**src/design/ftrc_pkg.sv**
```systemverilog
// Shared types, codes and saturation helper for the force/torque record conditioner.
package ftrc_pkg;

  // Axis bookkeeping: three force axes followed by three torque axes.
  localparam int AXES = 6;
  localparam int AXIS_W = 3;
  localparam int FORCE_AXES = 3;
  localparam logic [AXIS_W-1:0] LAST_AXIS = 3'(AXES - 1);

  // Field widths.
  localparam int RAW_W = 32;
  localparam int VAL_W = 48;
  localparam int CNT_W = 32;
  localparam int SCALE_W = 32;
  localparam int ALPHA_W = 17;
  localparam int CFG_IDX_W = 2;
  localparam int CFG_DATA_W = 32;

  // Shared multiplier operand and product widths.
  localparam int MUL_W = 33;
  localparam int PROD_W = 2 * MUL_W;

  // Request command codes.
  localparam logic [1:0] CMD_RECORD = 2'd0;
  localparam logic [1:0] CMD_TARE = 2'd1;
  localparam logic [1:0] CMD_UNTARE = 2'd2;

  // Configuration register indexes.
  localparam logic [CFG_IDX_W-1:0] REG_FORCE_SCALE = 2'd0;
  localparam logic [CFG_IDX_W-1:0] REG_TORQUE_SCALE = 2'd1;
  localparam logic [CFG_IDX_W-1:0] REG_LOWPASS_ALPHA = 2'd2;

  // Configuration reset values: unity scale and unity lowpass weight.
  localparam logic [SCALE_W-1:0] SCALE_RESET = 32'h0100_0000;
  localparam logic [ALPHA_W-1:0] ALPHA_RESET = 17'h1_0000;

  // Commands from the controller to the datapath.
  typedef struct packed {
    logic capture;
    logic decide;
    logic mul_scale;
    logic clamp;
    logic mul_hi;
    logic mul_lo;
    logic update;
    logic load_out;
    logic [AXIS_W-1:0] axis;
  } ctrl_cmd_t;

  // Status from the datapath to the controller.
  typedef struct packed {
    logic record_ok;
  } dp_status_t;

  // Saturate a signed 64-bit value to the signed 48-bit range.
  function automatic logic signed [VAL_W-1:0] sat48(input logic signed [63:0] v);
    logic signed [63:0] max_v;
    logic signed [63:0] min_v;
    max_v = 64'sh0000_7FFF_FFFF_FFFF;
    min_v = -64'sh0000_8000_0000_0000;
    if (v > max_v) begin
      return 48'sh7FFF_FFFF_FFFF;
    end else if (v < min_v) begin
      return 48'sh8000_0000_0000;
    end
    return v[VAL_W-1:0];
  endfunction

endpackage

```
**src/design/ftrc_ctrl.sv**
```systemverilog
// Controller state machine that sequences one request through the axis loop.
module ftrc_ctrl
  import ftrc_pkg::*;
(
  input  logic       clk,
  input  logic       rst,
  input  logic       in_valid,
  output logic       in_stall,
  output logic       out_valid,
  input  logic       out_stall,
  input  dp_status_t status,
  output ctrl_cmd_t  cmd
);

  typedef enum logic [7:0] {
    S_IDLE   = 8'b0000_0001,
    S_DECIDE = 8'b0000_0010,
    S_SCALE  = 8'b0000_0100,
    S_CLAMP  = 8'b0000_1000,
    S_MUL_HI = 8'b0001_0000,
    S_MUL_LO = 8'b0010_0000,
    S_UPDATE = 8'b0100_0000,
    S_DONE   = 8'b1000_0000
  } state_t;

  state_t state;
  state_t state_next;
  logic [AXIS_W-1:0] axis;
  logic [AXIS_W-1:0] axis_next;
  logic out_valid_next;
  logic slot_free;

  // The output register can take a new result when empty or being drained.
  assign slot_free = !out_valid || !out_stall;
  assign in_stall = (state != S_IDLE);

  // Next state and axis counter.
  always_comb begin
    state_next = state;
    axis_next = axis;
    case (state)
      S_IDLE: begin
        if (in_valid) state_next = S_DECIDE;
      end
      S_DECIDE: begin
        axis_next = '0;
        state_next = status.record_ok ? S_SCALE : S_DONE;
      end
      S_SCALE:  state_next = S_CLAMP;
      S_CLAMP:  state_next = S_MUL_HI;
      S_MUL_HI: state_next = S_MUL_LO;
      S_MUL_LO: state_next = S_UPDATE;
      S_UPDATE: begin
        if (axis == LAST_AXIS) begin
          state_next = S_DONE;
        end else begin
          axis_next = axis + 1'b1;
          state_next = S_SCALE;
        end
      end
      S_DONE: begin
        if (slot_free) state_next = S_IDLE;
      end
      default: state_next = S_IDLE;
    endcase
  end

  // Command decode for the datapath.
  always_comb begin
    cmd = '0;
    cmd.axis = axis;
    cmd.capture = (state == S_IDLE) && in_valid;
    cmd.decide = (state == S_DECIDE);
    cmd.mul_scale = (state == S_SCALE);
    cmd.clamp = (state == S_CLAMP);
    cmd.mul_hi = (state == S_MUL_HI);
    cmd.mul_lo = (state == S_MUL_LO);
    cmd.update = (state == S_UPDATE);
    cmd.load_out = (state == S_DONE) && slot_free;
  end

  // Output valid: set when a result loads, cleared when it is taken.
  always_comb begin
    out_valid_next = out_valid;
    if (cmd.load_out) begin
      out_valid_next = 1'b1;
    end else if (!out_stall) begin
      out_valid_next = 1'b0;
    end
  end

  always_ff @(posedge clk) begin
    if (rst) begin
      state <= S_IDLE;
      axis <= '0;
      out_valid <= 1'b0;
    end else begin
      state <= state_next;
      axis <= axis_next;
      out_valid <= out_valid_next;
    end
  end

  // A result never overwrites one that is still waiting.
  a_load_slot_free: assert property (@(posedge clk) disable iff (rst)
    cmd.load_out |-> (!out_valid || !out_stall))
    else $error("result loaded over a waiting result");

  // The axis counter stays within the six axes.
  a_axis_range: assert property (@(posedge clk) disable iff (rst)
    axis <= LAST_AXIS)
    else $error("axis counter out of range");

  // An accepted request always moves on to the decision step.
  a_accept_decide: assert property (@(posedge clk) disable iff (rst)
    (in_valid && !in_stall) |=> (state == S_DECIDE))
    else $error("accepted request not decided");

  // The last axis update ends the loop.
  a_last_axis_done: assert property (@(posedge clk) disable iff (rst)
    (state == S_UPDATE && axis == LAST_AXIS) |=> (state == S_DONE))
    else $error("axis loop did not finish after the last axis");

endmodule

```
**config.mk**
```make
export PLATFORM = sky130hd
export DESIGN_NAME = ftrc_ctrl
export DESIGN_NICKNAME = d
export VERILOG_FILES = /design/src/design/ftrc_pkg.sv /design/src/design/ftrc_ctrl.sv
export SDC_FILE = /design/constraint.sdc
export NUM_CORES = 1
export LEC_CHECK = 0
export BUFFER_PORTS_ARGS = -buffer_cell sky130_fd_sc_hd__buf_2
export CAP_MARGIN = 10
export CELL_PAD_IN_SITES_DETAIL_PLACEMENT = 1
export CELL_PAD_IN_SITES_GLOBAL_PLACEMENT = 1
export CORE_MARGIN = 5
export CORE_UTILIZATION = 30
export DETAILED_ROUTE_END_ITERATION = 8
export PLACE_DENSITY = 0.67
export SYNTH_ARGS = -nofsm -noshare
export SYNTH_HDL_FRONTEND = slang
export SYNTH_SLANG_ARGS = --single-unit
```
**constraint.sdc**
```tcl
create_clock -name clk -period 1.85 [get_ports clk]
set_input_delay 0.185 -clock clk [delete_from_list [all_inputs] [get_ports clk]]
set_output_delay 0.185 -clock clk [all_outputs]
set_load 0.05 [all_outputs]
```
==> reports/metrics.cfg <==
[worst_setup_path]
end_kind=output pin
critPathCapture=cmd[5]
worstReg2RegStart=state[1]$_SDFFE_PP0P_
r2r_cells=6
path_class=reg -> out
cp-startpoint=state[1]$_SDFFE_PP0P_
cp.arrival_ns=1.67
crit_path_max_fanout=5
crit_path_start_kind=register
worst-r2r-setup-slack_ns=0.06
r2r_end=axis[0]$_SDFFE_PP0P_
required_ns=1.66

[power]
ir_worst_vdd_uv=358
p_leak_nw=0.369
power_mw=0.682
switching_power_mw=0.225
intPower_mw=0.458
clkPwrFrac_pct=31.2
pwr-share-seq_pct=41.3
p_comb_share_pct=27.6
switching_share_pct=32.9
p_per_area_nw_per_um2=743

[sta]
period_needed_ns=1.85
worstMarginPinSlew_ns=0.301
hold_viol_final=0
rsz0062_at_grt=true
maxSlewHeadroom_pct=79.9
max_freq_mhz=539
drv_slew=0
fin_crit_sh_pct=100
timing.hold.ws_ns=0.156
fin_ws_ns=-0.00394
clock_skew_ns=0.000833
setup_viol=1

[final_layout]
stdcell_count=126
multi_input_area_um2=425
nets=107
drive_above_1_share_pct=44.4
regArea_um2=244
final_util_pct=45.9
areaGrowthSynthToFinish_pct=42.2
n_antenna_cell=0
fill_cells=238

[route]
vias=650
drc=0
drt_wl_total_mm=1.78
final_antenna_net_count=0
drt_iter0_drc=4
vias_per_cell=5.16
wl_per_cell_um=14.2
detail_route.first_pass.iterations=4

[die]
start_util_pct=32.2
die_w_um=56.4
die_y_um=56.4
coreArea_um2=2000
io_pins=18
die-area_um2=3180
core.rowCount=16

[clock_network]
clkTransAtPathRegs_ns=0.08
cts.sinks=12
cts_buffer_depth=2
cts_max_level=1
cts_tree=done
cts_buffers=3
cts_hold_buf=0
cts-root-buf=clkbuf_4
clkLatencyLatePin_ns=0.28

[synth]
ys_warn_count=0
synth_cell_types=30
ys_top_cells_by_count=dfxtp_1, nand2_1, nor2_1, nor3b_1, a21oi_1
synthCells=72
synth_nets=79
yosys.area.top_type=dfxtp_1
syn_area_um2=646
yosysMostFrequentCell=dfxtp_1
ys_ff_latch=12
ys_seq_area_share_pct=37.2
ys_dominant_reg_cell=dfxtp_1
async_reset_ff_share_pct=0
synthTopCellsByArea=dfxtp_1, nor3b_1, ha_1, a211oi_1, nand2_1
synth-edff-count=0
syn_area_per_cell_um2=8.97
yosysTopAreaCellShare_pct=37.2

[grt]
antenna_found_initial=0
grt_max_degree=13
grt_pass1_vias=610
grt_pass1_wl_mm=2.79
overflow=0
track_usage_pct=11.3

[run_status]
violations=negative setup slack
status=complete, but fails checks

[job]
maxCapViolCount=0

[hold_path]
hp-class=in -> reg

[placement]
dp_cells=120
portBuffers=17
place_hpwl_mm=1.32
gp_congestion=0.686
place_ws_ns=0.0867

cells in the final DEF, fill, tap and decap left out, types with 2 or more instances in the layout:
| cell | instances |
|---|---|
| ha_1 | 2 |
| xor2_1 | 2 |
| nor2_1 | 5 |
| nor3b_2 | 2 |
| nor4_4 | 2 |
| dfxtp_2 | 3 |
| nor4b_2 | 2 |
| buf_4 | 11 |
| clkbuf_4 | 4 |
| a211oi_1 | 3 |
| buf_6 | 2 |
| nand3_1 | 3 |
| nor3_1 | 3 |
| buf_2 | 11 |
| nor3b_1 | 4 |
| dfxtp_1 | 9 |
| inv_1 | 3 |
| nand2_1 | 6 |
| a21oi_1 | 4 |
cell type report:
| class | instances | area share [%] |
|---|---|---|
| multi-input combinational | 55 | 46.3 |
| sequential | 12 | 26.6 |
| tap | 27 | 3.68 |
| inverter | 3 | 1.23 |
| clock buffer | 4 | 3.95 |
| timing repair buffer | 25 | 18.3 |
worst max-delay path: stages, from the launching register on:
cell and delay (ns):
dfxtp_2 0.35, or4_4 0.58, nor4_4 0.26, buf_6 0.20
worst min-delay path by stage:
stage	cells after the start	start	to
after floorplan	1	rst	state[7]$_SDFFE_PP0P_
after global routing	3	status	state[2]$_SDFFE_PP0P_
after detailed placement	3	status	state[2]$_SDFFE_PP0P_
after CTS	3	status	state[2]$_SDFFE_PP0P_
final	3	status	state[2]$_SDFFE_PP0P_
after global placement	3	status	state[2]$_SDFFE_PP0P_
power by group through the flow:
stage | Combinational (mW) | Sequential (mW) | Clock, mW
after global placement | 0.178 | 0.282 | 0
after floorplan | 0.118 | 0.286 | 0
final | 0.188 | 0.281 | 0.213
after detailed placement | 0.179 | 0.283 | 0
after CTS | 0.180 | 0.277 | 0.217
after global routing | 0.203 | 0.284 | 0.238
metrics by stage:
step	TNS, ns	cell area [um2]
after floorplan	-1.55	666
after global placement	0	810
after detailed placement	0	810
after CTS	-0.291	871
after global routing	-0.181	918
final	-0.00394	918
cells by family after synthesis:
logic type	count (synthesis)	share of synthesized area, %
buffers and inverters	5	4.84
flip-flops	12	37.2
XOR/XNOR	2	2.71
AND/OR/NAND/NOR	39	38.4
AO/OA/AOI/OAI	12	13.0
adder cells (fa/ha/maj)	2	3.88
registers in the layout, summed over array words and instances (netlist names):
| name | cells |
|---|---|
| axis | 3 |
| out_valid | 1 |
| state | 8 |
layer usage:
metal / vias up / global-route usage, % / wire length (um)
met5: - / 0 / 0
met4: 0 / 6.10 / 56
met3: 7 / 2.98 / 91
met2: 18 / 18.7 / 911
met1: 304 / 13.3 / 722
li1: 321 / - / -
timing repair:
| item | in CTS | in global routing |
|---|---|---|
| setup endpoints to repair | 5 | 13 |
| buffers inserted | 1 | 1 |
| pin swaps | 1 | 1 |
| resized for setup | 6 | 11 |
Note: power is estimated with default switching activity, not from simulation.
